## config.mk

```make
export PLATFORM = sky130hd
export DESIGN_NAME = johnson_trotter_permutation_step
export DESIGN_NICKNAME = d
export VERILOG_FILES = /design/src/design/jtps_pkg.sv /design/src/design/jtps_store.sv /design/src/design/jtps_seq.sv /design/src/design/johnson_trotter_permutation_step.sv
export SDC_FILE = /design/constraint.sdc
export NUM_CORES = 1
export LEC_CHECK = 0
export ABC_AREA = 1
export BUFFER_PORTS_ARGS = -buffer_cell sky130_fd_sc_hd__buf_2
export CORE_UTILIZATION = 62
export DETAILED_ROUTE_END_ITERATION = 6
export HOLD_SLACK_MARGIN = 0.02
export PLACE_DENSITY = 0.81
export REMOVE_ABC_BUFFERS = 1
export SLEW_MARGIN = 10
export SYNTH_ARGS = -nofsm -noshare
export SYNTH_HDL_FRONTEND = slang
export SYNTH_SLANG_ARGS = --single-unit
export TNS_END_PERCENT = 10
```

## constraint.sdc

```tcl
create_clock -name clk_i -period 7.8 [get_ports clk_i]
set_clock_uncertainty 0.15 [all_clocks]
set_input_delay 1.56 -clock clk_i [delete_from_list [all_inputs] [get_ports clk_i]]
set_output_delay 1.56 -clock clk_i [all_outputs]
set_load 0.02 [all_outputs]
```

## src/design/jtps_pkg.sv

```systemverilog
// Shared types and constants for the Johnson-Trotter permutation stepper.
`timescale 1ns / 1ps
`default_nettype none

package jtps_pkg;

  // Width of one element value and of the size register
  localparam int VAL_W = 4;
  // Number of nibble slots in the permutation result
  localparam int PERM_SLOTS = 12;
  localparam int PERM_W = PERM_SLOTS * VAL_W;
  // Default store depth and size after reset
  localparam int DEF_MAX_ELEMENTS = 12;
  localparam int RESET_SIZE = 12;

  // Command from the sequencer to the element store
  typedef struct packed {
    logic             load;     // reload identity
    logic             latch_n;  // take a new size along with the reload
    logic             swap;     // swap value r with its facing neighbor
    logic [VAL_W-1:0] r;        // value under test or being moved
  } cmd_t;

  // Status from the element store back to the sequencer
  typedef struct packed {
    logic             mobile;   // value r is mobile
    logic [VAL_W-1:0] n;        // active size
  } status_t;

endpackage

`default_nettype wire

```

## src/design/jtps_store.sv

```systemverilog
// Element store: value and position tables, directions, sign and the shared mobility unit.
`timescale 1ns / 1ps
`default_nettype none

module jtps_store #(
  parameter int MAX_ELEMENTS = jtps_pkg::DEF_MAX_ELEMENTS
) (
  input  wire logic                        clk_i,
  input  wire logic                        rst_ni,
  input  wire jtps_pkg::cmd_t              cmd_i,
  input  wire logic [jtps_pkg::VAL_W-1:0]  size_i,
  output jtps_pkg::status_t                status_o,
  output logic [jtps_pkg::PERM_W-1:0]      permutation_o,
  output logic                             odd_parity_o
);
  import jtps_pkg::*;

  localparam int IdxW = (MAX_ELEMENTS > 1) ? $clog2(MAX_ELEMENTS) : 1;
  localparam logic [VAL_W-1:0] MaxN = VAL_W'(MAX_ELEMENTS);
  localparam logic [VAL_W-1:0] ResetN =
    (RESET_SIZE > MAX_ELEMENTS) ? VAL_W'(MAX_ELEMENTS) : VAL_W'(RESET_SIZE);
  localparam logic [VAL_W-1:0] MinN = VAL_W'(2);

  logic [VAL_W-1:0]        vap_q [MAX_ELEMENTS];
  logic [IdxW-1:0]         pov_q [MAX_ELEMENTS];
  logic [MAX_ELEMENTS-1:0] dir_q;
  logic                    sign_q;
  logic [VAL_W-1:0]        n_q;

  logic [VAL_W-1:0]        r_m1;
  logic [IdxW-1:0]         r_idx;
  logic [IdxW-1:0]         pos;
  logic [VAL_W-1:0]        pos_ext;
  logic [VAL_W-1:0]        nb;
  logic                    nb_ok;
  logic [IdxW-1:0]         nb_idx;
  logic [VAL_W-1:0]        nb_val;
  logic [VAL_W-1:0]        nb_m1;
  logic [IdxW-1:0]         nb_val_idx;
  logic [MAX_ELEMENTS-1:0] flip_mask;
  logic [VAL_W-1:0]        size_clamped;

  // Shared mobility unit: position of r, its facing neighbor, compare
  always_comb begin
    r_m1    = cmd_i.r - VAL_W'(1);
    r_idx   = r_m1[IdxW-1:0];
    pos     = pov_q[r_idx];
    pos_ext = VAL_W'(pos);
    if (dir_q[r_idx]) begin
      nb    = pos_ext + VAL_W'(1);
      nb_ok = (nb < n_q);
    end else begin
      nb    = pos_ext - VAL_W'(1);
      nb_ok = (pos_ext != '0) && (pos_ext < n_q);
    end
    nb_idx     = nb_ok ? nb[IdxW-1:0] : '0;
    nb_val     = vap_q[nb_idx];
    nb_m1      = nb_val - VAL_W'(1);
    nb_val_idx = nb_m1[IdxW-1:0];
  end

  assign status_o.mobile = nb_ok && (nb_val < cmd_i.r);
  assign status_o.n      = n_q;

  // Values above r and within the active size turn around
  always_comb begin
    for (int i = 0; i < MAX_ELEMENTS; i++) begin
      flip_mask[i] = (VAL_W'(i + 1) > cmd_i.r) && (VAL_W'(i + 1) <= n_q);
    end
  end

  // Size saturates into 2..MAX_ELEMENTS when latched
  always_comb begin
    if (size_i < MinN) begin
      size_clamped = MinN;
    end else if (size_i > MaxN) begin
      size_clamped = MaxN;
    end else begin
      size_clamped = size_i;
    end
  end

  // Table and sign update
  always_ff @(posedge clk_i or negedge rst_ni) begin
    if (!rst_ni) begin
      for (int i = 0; i < MAX_ELEMENTS; i++) begin
        vap_q[i] <= VAL_W'(i + 1);
        pov_q[i] <= IdxW'(i);
      end
      dir_q  <= '0;
      sign_q <= 1'b0;
      n_q    <= ResetN;
    end else if (cmd_i.load) begin
      for (int i = 0; i < MAX_ELEMENTS; i++) begin
        vap_q[i] <= VAL_W'(i + 1);
        pov_q[i] <= IdxW'(i);
      end
      dir_q  <= '0;
      sign_q <= 1'b0;
      if (cmd_i.latch_n) begin
        n_q <= size_clamped;
      end
    end else if (cmd_i.swap) begin
      for (int i = 0; i < MAX_ELEMENTS; i++) begin
        if (IdxW'(i) == nb_idx) begin
          vap_q[i] <= cmd_i.r;
        end
        if (IdxW'(i) == pos) begin
          vap_q[i] <= nb_val;
        end
        if (IdxW'(i) == r_idx) begin
          pov_q[i] <= nb_idx;
        end
        if (IdxW'(i) == nb_val_idx) begin
          pov_q[i] <= pos;
        end
      end
      dir_q  <= dir_q ^ flip_mask;
      sign_q <= ~sign_q;
    end
  end

  // Pack visible positions, zero past the active size
  for (genvar g = 0; g < PERM_SLOTS; g++) begin : g_pack
    if (g < MAX_ELEMENTS) begin : g_slot
      assign permutation_o[g*VAL_W +: VAL_W] = (VAL_W'(g) < n_q) ? vap_q[g] : '0;
    end else begin : g_empty
      assign permutation_o[g*VAL_W +: VAL_W] = '0;
    end
  end

  assign odd_parity_o = sign_q;

  a_load_clears_sign: assert property (@(posedge clk_i) disable iff (!rst_ni)
    cmd_i.load |=> !sign_q)
    else $error("sign not cleared by identity reload");

  a_swap_flips_sign: assert property (@(posedge clk_i) disable iff (!rst_ni)
    (cmd_i.swap && !cmd_i.load) |=> (sign_q != $past(sign_q)))
    else $error("swap did not flip sign");

  a_size_in_range: assert property (@(posedge clk_i) disable iff (!rst_ni)
    (n_q >= MinN) && (n_q <= MaxN))
    else $error("active size out of range");

endmodule

`default_nettype wire

```

## src/design/jtps_seq.sv

```systemverilog
// Sequencer: scans for the largest mobile value, swaps, rescans and reports the item; a restart reloads instead.
`timescale 1ns / 1ps
`default_nettype none

module jtps_seq (
  input  wire logic                        clk_i,
  input  wire logic                        rst_ni,
  input  wire logic                        start,
  input  wire logic                        restart_i,
  output logic                             busy,
  input  wire jtps_pkg::status_t           status_i,
  output jtps_pkg::cmd_t                   cmd_o,
  output logic                             done_o,
  output logic [jtps_pkg::VAL_W-1:0]       moved_value_o,
  output logic                             wrapped_o
);
  import jtps_pkg::*;

  typedef enum logic [2:0] {
    ST_IDLE,
    ST_SCAN,
    ST_SWAP,
    ST_CHECK,
    ST_DONE
  } state_e;

  state_e           state_q, state_d;
  logic [VAL_W-1:0] r_q, r_d;
  logic [VAL_W-1:0] moved_q, moved_d;
  logic             wrap_q, wrap_d;
  logic             last_r;

  assign last_r = (r_q == VAL_W'(1));

  // Next state and store commands
  always_comb begin
    state_d       = state_q;
    r_d           = r_q;
    moved_d       = moved_q;
    wrap_d        = wrap_q;
    cmd_o.load    = 1'b0;
    cmd_o.latch_n = 1'b0;
    cmd_o.swap    = 1'b0;
    cmd_o.r       = r_q;
    case (state_q)
      ST_IDLE: begin
        if (start) begin
          moved_d = '0;
          wrap_d  = 1'b0;
          if (restart_i) begin
            cmd_o.load    = 1'b1;
            cmd_o.latch_n = 1'b1;
            state_d       = ST_DONE;
          end else begin
            r_d     = status_i.n;
            state_d = ST_SCAN;
          end
        end
      end
      ST_SCAN: begin
        if (status_i.mobile) begin
          state_d = ST_SWAP;
        end else if (last_r) begin
          cmd_o.load = 1'b1;
          wrap_d     = 1'b1;
          state_d    = ST_DONE;
        end else begin
          r_d = r_q - VAL_W'(1);
        end
      end
      ST_SWAP: begin
        cmd_o.swap = 1'b1;
        moved_d    = r_q;
        r_d        = status_i.n;
        state_d    = ST_CHECK;
      end
      ST_CHECK: begin
        if (status_i.mobile) begin
          state_d = ST_DONE;
        end else if (last_r) begin
          cmd_o.load = 1'b1;
          wrap_d     = 1'b1;
          state_d    = ST_DONE;
        end else begin
          r_d = r_q - VAL_W'(1);
        end
      end
      ST_DONE: begin
        state_d = ST_IDLE;
      end
      default: begin
        state_d = ST_IDLE;
      end
    endcase
  end

  // State and result registers
  always_ff @(posedge clk_i or negedge rst_ni) begin
    if (!rst_ni) begin
      state_q <= ST_IDLE;
      r_q     <= VAL_W'(1);
      moved_q <= '0;
      wrap_q  <= 1'b0;
    end else begin
      state_q <= state_d;
      r_q     <= r_d;
      moved_q <= moved_d;
      wrap_q  <= wrap_d;
    end
  end

  assign busy          = (state_q != ST_IDLE);
  assign done_o        = (state_q == ST_DONE);
  assign moved_value_o = moved_q;
  assign wrapped_o     = wrap_q;

  a_done_single: assert property (@(posedge clk_i) disable iff (!rst_ni)
    done_o |=> !done_o)
    else $error("result strobe longer than one cycle");

  a_accept_busy: assert property (@(posedge clk_i) disable iff (!rst_ni)
    (start && !busy) |=> busy)
    else $error("accepted item did not raise busy");

  a_swap_after_mobile: assert property (@(posedge clk_i) disable iff (!rst_ni)
    (state_q == ST_SWAP) |-> $past(status_i.mobile))
    else $error("swap without a mobile value");

  a_scan_nonzero: assert property (@(posedge clk_i) disable iff (!rst_ni)
    (state_q == ST_SCAN || state_q == ST_CHECK) |-> (r_q != '0))
    else $error("scan index reached zero");

endmodule

`default_nettype wire

```

## src/design/johnson_trotter_permutation_step.sv

```systemverilog
// Top level of the Johnson-Trotter permutation stepper.
//
//  channel   handshake                   payload
//  -------   -------------------------   ---------------------------------------------
//  item in   start, busy                 restart_i
//  result    done_o (one-cycle strobe)   permutation_o, odd_parity_o, moved_value_o,
//                                        wrapped_o
//  config    cfg_valid_i, cfg_ready_o    cfg_perm_size_i
//
// A restart item reloads the identity and goes straight to its result. An advance scans
// with the shared mobility unit, which tests one value per cycle, down from n to find the
// value to move (value 1 is never mobile), swaps, then scans down from n again to detect
// the end of the sequence, and then gives its result.
// busy is high from the cycle after start is taken through the done_o cycle.
// Reset loads the identity at size 12, saturated to MAX_ELEMENTS; no clearing pass.
// Results cannot be stalled; config is always ready and applies at the next restart.
`timescale 1ns / 1ps
`default_nettype none

module johnson_trotter_permutation_step #(
  parameter int MAX_ELEMENTS = jtps_pkg::DEF_MAX_ELEMENTS
) (
  input  wire logic                        clk_i,
  input  wire logic                        rst_ni,
  input  wire logic                        start,
  output logic                             busy,
  input  wire logic                        restart_i,
  input  wire logic                        cfg_valid_i,
  output logic                             cfg_ready_o,
  input  wire logic [jtps_pkg::VAL_W-1:0]  cfg_perm_size_i,
  output logic                             done_o,
  output logic [jtps_pkg::PERM_W-1:0]      permutation_o,
  output logic                             odd_parity_o,
  output logic [jtps_pkg::VAL_W-1:0]       moved_value_o,
  output logic                             wrapped_o
);
  import jtps_pkg::*;

  logic [VAL_W-1:0] perm_size_q;
  cmd_t             cmd;
  status_t          status;

  // Size register, always writable
  assign cfg_ready_o = 1'b1;

  always_ff @(posedge clk_i or negedge rst_ni) begin
    if (!rst_ni) begin
      perm_size_q <= VAL_W'(RESET_SIZE);
    end else if (cfg_valid_i && cfg_ready_o) begin
      perm_size_q <= cfg_perm_size_i;
    end
  end

  jtps_seq u_seq (
    .clk_i         (clk_i),
    .rst_ni        (rst_ni),
    .start         (start),
    .restart_i     (restart_i),
    .busy          (busy),
    .status_i      (status),
    .cmd_o         (cmd),
    .done_o        (done_o),
    .moved_value_o (moved_value_o),
    .wrapped_o     (wrapped_o)
  );

  jtps_store #(
    .MAX_ELEMENTS (MAX_ELEMENTS)
  ) u_store (
    .clk_i         (clk_i),
    .rst_ni        (rst_ni),
    .cmd_i         (cmd),
    .size_i        (perm_size_q),
    .status_o      (status),
    .permutation_o (permutation_o),
    .odd_parity_o  (odd_parity_o)
  );

endmodule

`default_nettype wire

```

Word level (Yosys, flattened, before mapping)
Index checks and enable logic that the tools add are counted.

Input bits: 9. Logic and storage cells: 321. Output and inout port bits: 57. Flip-flop bits (word level): 129.

Magnitude comparators: 44. Mux-type cells: 105. Equal/unequal tests: 54. Bitwise gates (word level): 4. $add $sub $neg: 4. Reductions and logical operators: 78.

Operator list (count): $mux W4 (73); $mux W48 (4); $reduce_bool A3 Y1 (26); $eq A3 B4 Y1 const A (16); $eq A4 B4 Y1 const A (16); $reduce_and A2 Y1 (26); $bmux W4 S4 (2); $eq A2 B4 Y1 const A (8); $mux W12 (2); $gt A4 B4 Y1 const A (5); $le A4 B4 Y1 const A (5); $eq A1 B4 Y1 const A (4); $gt A3 B4 Y1 const A (4); $le A3 B4 Y1 const A (4); $logic_not A4 Y1 (4); $lt A3 B4 Y1 const A (4); $lt A4 B4 Y1 const A (4); $mux W3 (5); $logic_and A1 B1 Y1 (14); $lt A4 B4 Y1 (3); $pmux W3 S4 (1); $pmux W4 S3 (1); $sub A4 B1 Y4 const B (3); $xor A12 B12 Y12 (1); other kinds (30) (54).

Longest topological paths before layout
Word-level depth: 19. Mapped depth: 47. Mapped depth without buffers: 36.

Cells and area by module
From an unflattened synthesis, not the netlist that was laid out.

Cell total of the unflattened synthesis: 1448. Area total of the unflattened synthesis: 9736.8 um^2.

Modules (own cells, without submodules): jtps_store (cells an instance 1334, area an instance 8862.2 um^2, times used 1, seq. area each 2882.8 um^2); jtps_seq (cells an instance 95, area an instance 711.9 um^2, times used 1, seq. area each 301.5 um^2); johnson_trotter_permutation_step (cells an instance 19, area an instance 162.7 um^2, times used 1, seq. area each 102.6 um^2).

Worst setup path after synthesis
OpenSTA, ideal clock, no wires.

Kind: register to register. Start point: reg u_seq.r_q[0]. End point: reg u_store.pov_q[30] (netlist name). Buffers on the path: 12. Required time: 7.574 ns. Library setup time: 0.076 ns. Arrival time: 5.886 ns. Path slack: 1.688 ns. Stages on the path, launching flop included: 44. Path through: dfstp_2 -> buf_4 -> inv_4 -> buf_2 -> buf_2 -> ha_1 -> clkbuf_2 -> inv_1 -> buf_2 -> nor2_1 -> nand2_1 -> nand2_1 -> nand3_1 -> nand3_1 -> buf_2 -> inv_2 -> clkbuf_1 -> ha_1 -> (+8 left out) -> buf_6 -> buf_4 -> o21ai_1 -> nand2_1 -> nand2_1 -> nand2_1 -> nand3_2 -> inv_2 -> buf_4 -> buf_4 -> ha_1 -> a211oi_1 -> nand2_2 -> nand2_4 -> buf_6 -> nand3_2 -> nand2_1 -> nand2_1.

Word-level cells in the longest chain between the ends: 19. Elaborated cells between the ends (all ways): 36.

Ends and longest elaborated chain: from (decl) (RTL line jtps_seq.sv:28) `logic [VAL_W-1:0] r_q, r_d;`; from (signal assigned) (RTL line jtps_seq.sv:106) `r_q <= r_d;`; $sub A4 B1 Y4 (RTL line jtps_store.sv:45) `r_m1 = cmd_i.r - VAL_W'(1);`; $not A4 Y5 (implied by the code) (RTL line jtps_store.sv:47) `pos = pov_q[r_idx];`; $bmux W4 S4 (RTL line jtps_store.sv:47); $mux W4 (implied by the code) (2 in series) (RTL line jtps_store.sv:47); $add A4 B1 Y4, or another cell as far along (RTL line jtps_store.sv:50) `nb = pos_ext + VAL_W'(1);`; $lt A4 B4 Y1 / $logic_and A1 B1 Y1 (equally long branches) (RTL line jtps_store.sv:51, jtps_store.sv:54); $mux W1 (RTL line jtps_store.sv:49) `if (dir_q[r_idx]) begin`; $mux W4 (RTL line jtps_store.sv:56) `nb_idx = nb_ok ? nb[IdxW-1:0] : '0;`; $not A4 Y5 (implied by the code) (RTL line jtps_store.sv:57) `nb_val = vap_q[nb_idx];`; $bmux W4 S4 (RTL line jtps_store.sv:57); $mux W4 (implied by the code) (2 in series) (RTL line jtps_store.sv:57); $lt A4 B4 Y1 (RTL line jtps_store.sv:62) `assign status_o.mobile = nb_ok && (nb_val < cmd_i.r);`; $logic_and A1 B1 Y1 (RTL line jtps_store.sv:62); $mux W1 (RTL line jtps_seq.sv:61) `if (status_i.mobile) begin`; $pmux W1 S2 (RTL line jtps_seq.sv:45) `case (state_q)`; $reduce_bool A3 Y1 (no source line) / $reduce_bool A2 Y1 (equally long branches); $reduce_and A2 Y1 (no source line); to (signal, indexed assignment) (RTL line jtps_store.sv:96) `pov_q[i] <= IdxW'(i);`; to (signal, indexed assignment) (RTL line jtps_store.sv:112) `pov_q[i] <= nb_idx;`; to (signal, indexed assignment) (RTL line jtps_store.sv:115) `pov_q[i] <= pos;`; to (decl) (RTL line jtps_store.sv:25) `logic [IdxW-1:0] pov_q [MAX_ELEMENTS];`.

Parallel ways exist; a longest one is shown, timed or not. The select of a mux whose other input is x is not followed. A chain may end at the register's enable or synchronous reset.

Worst setup path in the final report
Start point: reg u_seq.r_q[1]. End point: reg u_store.pov_q[19] (netlist name).

The elaborated chain is that of the path after synthesis.

==> results summary <==
The run finished with clean final reports. The mapped cell area is 0.00967 mm^2. The number of flops mapped to enable cells by yosys came out at 0. The peak per-stage delay on the critical path came out at 0.61 ns. The critical path contains buffers and inverters numbering 7 combined. The number of iterations in the first detailed-routing pass came out at 7. In this run the critical register-to-register path is launched from u_seq.r_q[1]. The gate count of the mapped netlist came out at 1416.

TritonCTS built the clock tree. The worst setup path is launched from a flip-flop. After synthesis, flip-flops and latches occupy 34.0% of the total area.

Post-CTS repair changed the size of 0 cells. Setup repair after global routing left no endpoint under its margin. The fraction of the cycle the final worst path needs came out at 93.1%. The most frequently used flop master after synthesis is sky130_fd_sc_hd__dfrtp_1. Summed over all instances, the cell type with the most area after synthesis is sky130_fd_sc_hd__dfrtp_1. The register-to-register setup slack is 0.54 ns. The ratio of cells with drive above 1 in the final layout came out at 16.9%. For this design, the slowest cell found on the critical path is sky130_fd_sc_hd__a211oi_1. The routed layout has 10079 vias. Yosys attributes the largest share of cell area to sky130_fd_sc_hd__dfrtp_1 21%, sky130_fd_sc_hd__nand2_1 17%, sky130_fd_sc_hd__dfstp_2 13%. The final core utilization came out at 69.6%. Yosys printed 0 warnings. The number of standard-cell rows in the floorplan came out at 45. The minimum clock period after layout came out at 7.26 ns. The via density per instance came out at 6.07. The floorplan die area came out at 0.0161 mm^2. The worst hold path begins at perm_size_q[2].

Measured in cells, the most critical reg-to-reg path has a length of 30. The fraction of registers with async set or reset after synthesis came out at 100%. The synthesized area per cell came out at 6.83 um^2. The layout overhead on the synthesized area came out at 9.49%. The wire length of the first global-routing pass is 49100 um.

The fmax came out at 138 MHz. The placed instance count is 1629. Routability-driven placement finished with a final weighted congestion of 0.990. The total overflow reported by the global router came out at 0. The clock net in this run drives a total of 129 sinks. The count of routing violations after the opening detailed-route iteration is 1280. The kind of cell adding the most delay to the critical path is simple AND/OR/NAND/NOR gates. The setup path with the least slack is of type flip-flop to flip-flop. The number of antenna violations at the first check in global routing is 0. The core box area came out at 0.0152 mm^2. TritonCTS created 17 clock buffers.

The number of buffers inserted by hold repair at cts came out at 0. The worst hold path terminates at u_store.n_q[2]. The share of the synthesized area in the top cell type is 21.2%. In this run the count of I/O pins placed on the die edge is 66. The floorplan step set the die width to 127 um.

The total number of nets in the final design came out at 1488. The clock tree synthesis step divided the H-tree into 4 levels. The signal arrival time at the worst endpoint came out at 7.45 ns. The floorplan step set the die height to 127 um.

The number of hold violations in the final report came out at 0. The total wire length after detailed routing came out at 31100 um. The detailed placer's ending HPWL is 21600 um. In this run the worst hold path is classified as flip-flop to flip-flop. The number of buffers inserted to repair setup after CTS came out at 0. The headroom to the max-slew limit came out at 39.7%.

For this run, the number of standard cells in the final layout without fillers is 1661. The smallest hold slack came out at 0.343 ns. The number of global-route vias before repair came out at 9114.

The detail route stage leaves a number of antenna-violating nets equal to 0. The capture instance of the worst register-to-register path is u_store.pov_q[19]. The mean routed wirelength per cell is 18.7 um. The cell depth of the worst min-delay path is 2.

At the later pin of the worst-skew pair, clock insertion delay measures 0.44 ns. The critical-path maximum fanout is 40. No sink is reached through more buffers than the 2 on the longest clock path. The clock-pin slew reported for the worst setup and hold paths after clock tree synthesis came out at 0.06 ns. The distinct cell type count of the synthesized netlist is 50. The post-route DRC violation count is 0.

The total of endpoints with negative setup slack in the final report came out at 0. The number of synthesized register bits is 129. The antenna cell count came out at 0. Clock tree synthesis selected as its root buffer the cell sky130_fd_sc_hd__clkbuf_16. Entering global routing, the biggest net connects 72 pins. The final-report max-slew violation count came out at 0. For this configuration, the core starts out at a cell density of 63.6%. The required time at the worst-slack endpoint came out at 7.99 ns.

The tool flagged a number of max-cap violations equal to 0. Global routing used 40.1% of the available tracks across all layers. The worst setup path is captured at a flip-flop.

The count of buffers added on input and output ports is 64. The final-layout setup total negative slack is 0 ns. The slew of the pin with the lowest slew margin came out at 0.894 ns.
==> metrics by stage <==
stage	worst slack (ns)	cell area, um^2
after floorplan	0.709	9290
after global placement	0.912	10000
after detailed placement	0.762	10000
after CTS	0.722	10600
after global routing	0.183	10600
final	0.539	10600
==> synth_stat cells, drive strengths merged (4+ instances only) <==
| master | count |
|---|---|
| ha | 19 |
| o21ai | 144 |
| clkbuf | 18 |
| inv | 151 |
| xor2 | 9 |
| buf | 44 |
| a21oi | 38 |
| nor3 | 4 |
| a211oi | 17 |
| o22ai | 4 |
| nor2 | 165 |
| dfstp | 47 |
| nand3 | 123 |
| clkinv | 10 |
| mux2i | 11 |
| nand2 | 459 |
| nand4 | 42 |
| dfrtp | 82 |
| o211ai | 13 |
| xnor2 | 7 |
==> worst max-delay path by stage <==
stage	startpoint	endpoint	slack, ns	depth (start not counted)
after global placement	u_seq.r_q[1]	u_store.pov_q[19]	0.91	30
after floorplan	u_seq.r_q[0]	u_store.pov_q[2]	0.71	29
after detailed placement	u_seq.r_q[1]	u_store.vap_q[8]	0.76	30
final	u_seq.r_q[1]	u_store.pov_q[19]	0.54	30
after global routing	u_seq.r_q[1]	u_store.vap_q[8]	0.18	32
after CTS	u_seq.r_q[1]	u_store.pov_q[19]	0.72	30
==> cells in the final DEF (no fill, tap or decap), drive strengths merged, types with 11 or more instances in the layout <==
cell type and n:
nand2 459, nor2 165, inv 158, o21ai 144, nand3 123, buf 87, dfrtp 82, dfstp 47
nand4 42, a21oi 38, ha 19, a211oi 17, clkbuf 17, clkinv 16, o211ai 13, mux2i 11
==> per-layer routing <==
layer	GRT usage (%)	up-vias	wire length [um]
li1	-	4668	-
met1	51.0	4634	12200
met2	62.2	644	14000
met3	9.36	133	3270
met4	24.0	0	1710
met5	0	-	0
==> cells by family (layout without fill, tap and decap cells) <==
family	count (synthesis)	after routing	synth area share [%]
AND/OR/NAND/NOR	796	796	37.9
buffers and inverters	223	280	10.2
AO/OA/AOI/OAI	220	220	12.5
flip-flops	129	129	34.0
adder cells (fa/ha/maj)	19	19	2.46
XOR/XNOR	16	16	1.61
multiplexers	12	12	1.26
other	1	1	0.0388
==> worst min-delay path, delay by kind of cell (launching register included) <==
family | cells | cell delay, ns
flops | 1 | 0.37
compound gates | 1 | 0.07
simple gates | 1 | 0.05
==> sequential cells by signal, indices dropped and copies added (netlist names) <==
name                  cells
u_seq.moved_value_o       4
u_store.dir_q            12
u_seq.wrapped_o           1
u_seq.r_q                 4
perm_size_q               4
u_seq.state_q             3
u_store.pov_q            48
u_store.odd_parity_o      1
u_store.vap_q            48
u_store.n_q               4
==> final cells by class <==
type                       count  area, um^2
multi-input combinational   1064        5400
fill                        1326        4620
sequential                   129        3290
inverter                     161         614
timing repair buffer          87         495
clock buffer                  17         425
tap                          188         235
clock inverter                15         126
Power is left out: the tool's default activity adds up to more than one toggle a clock period on the data nets, which glitch-free logic cannot reach.
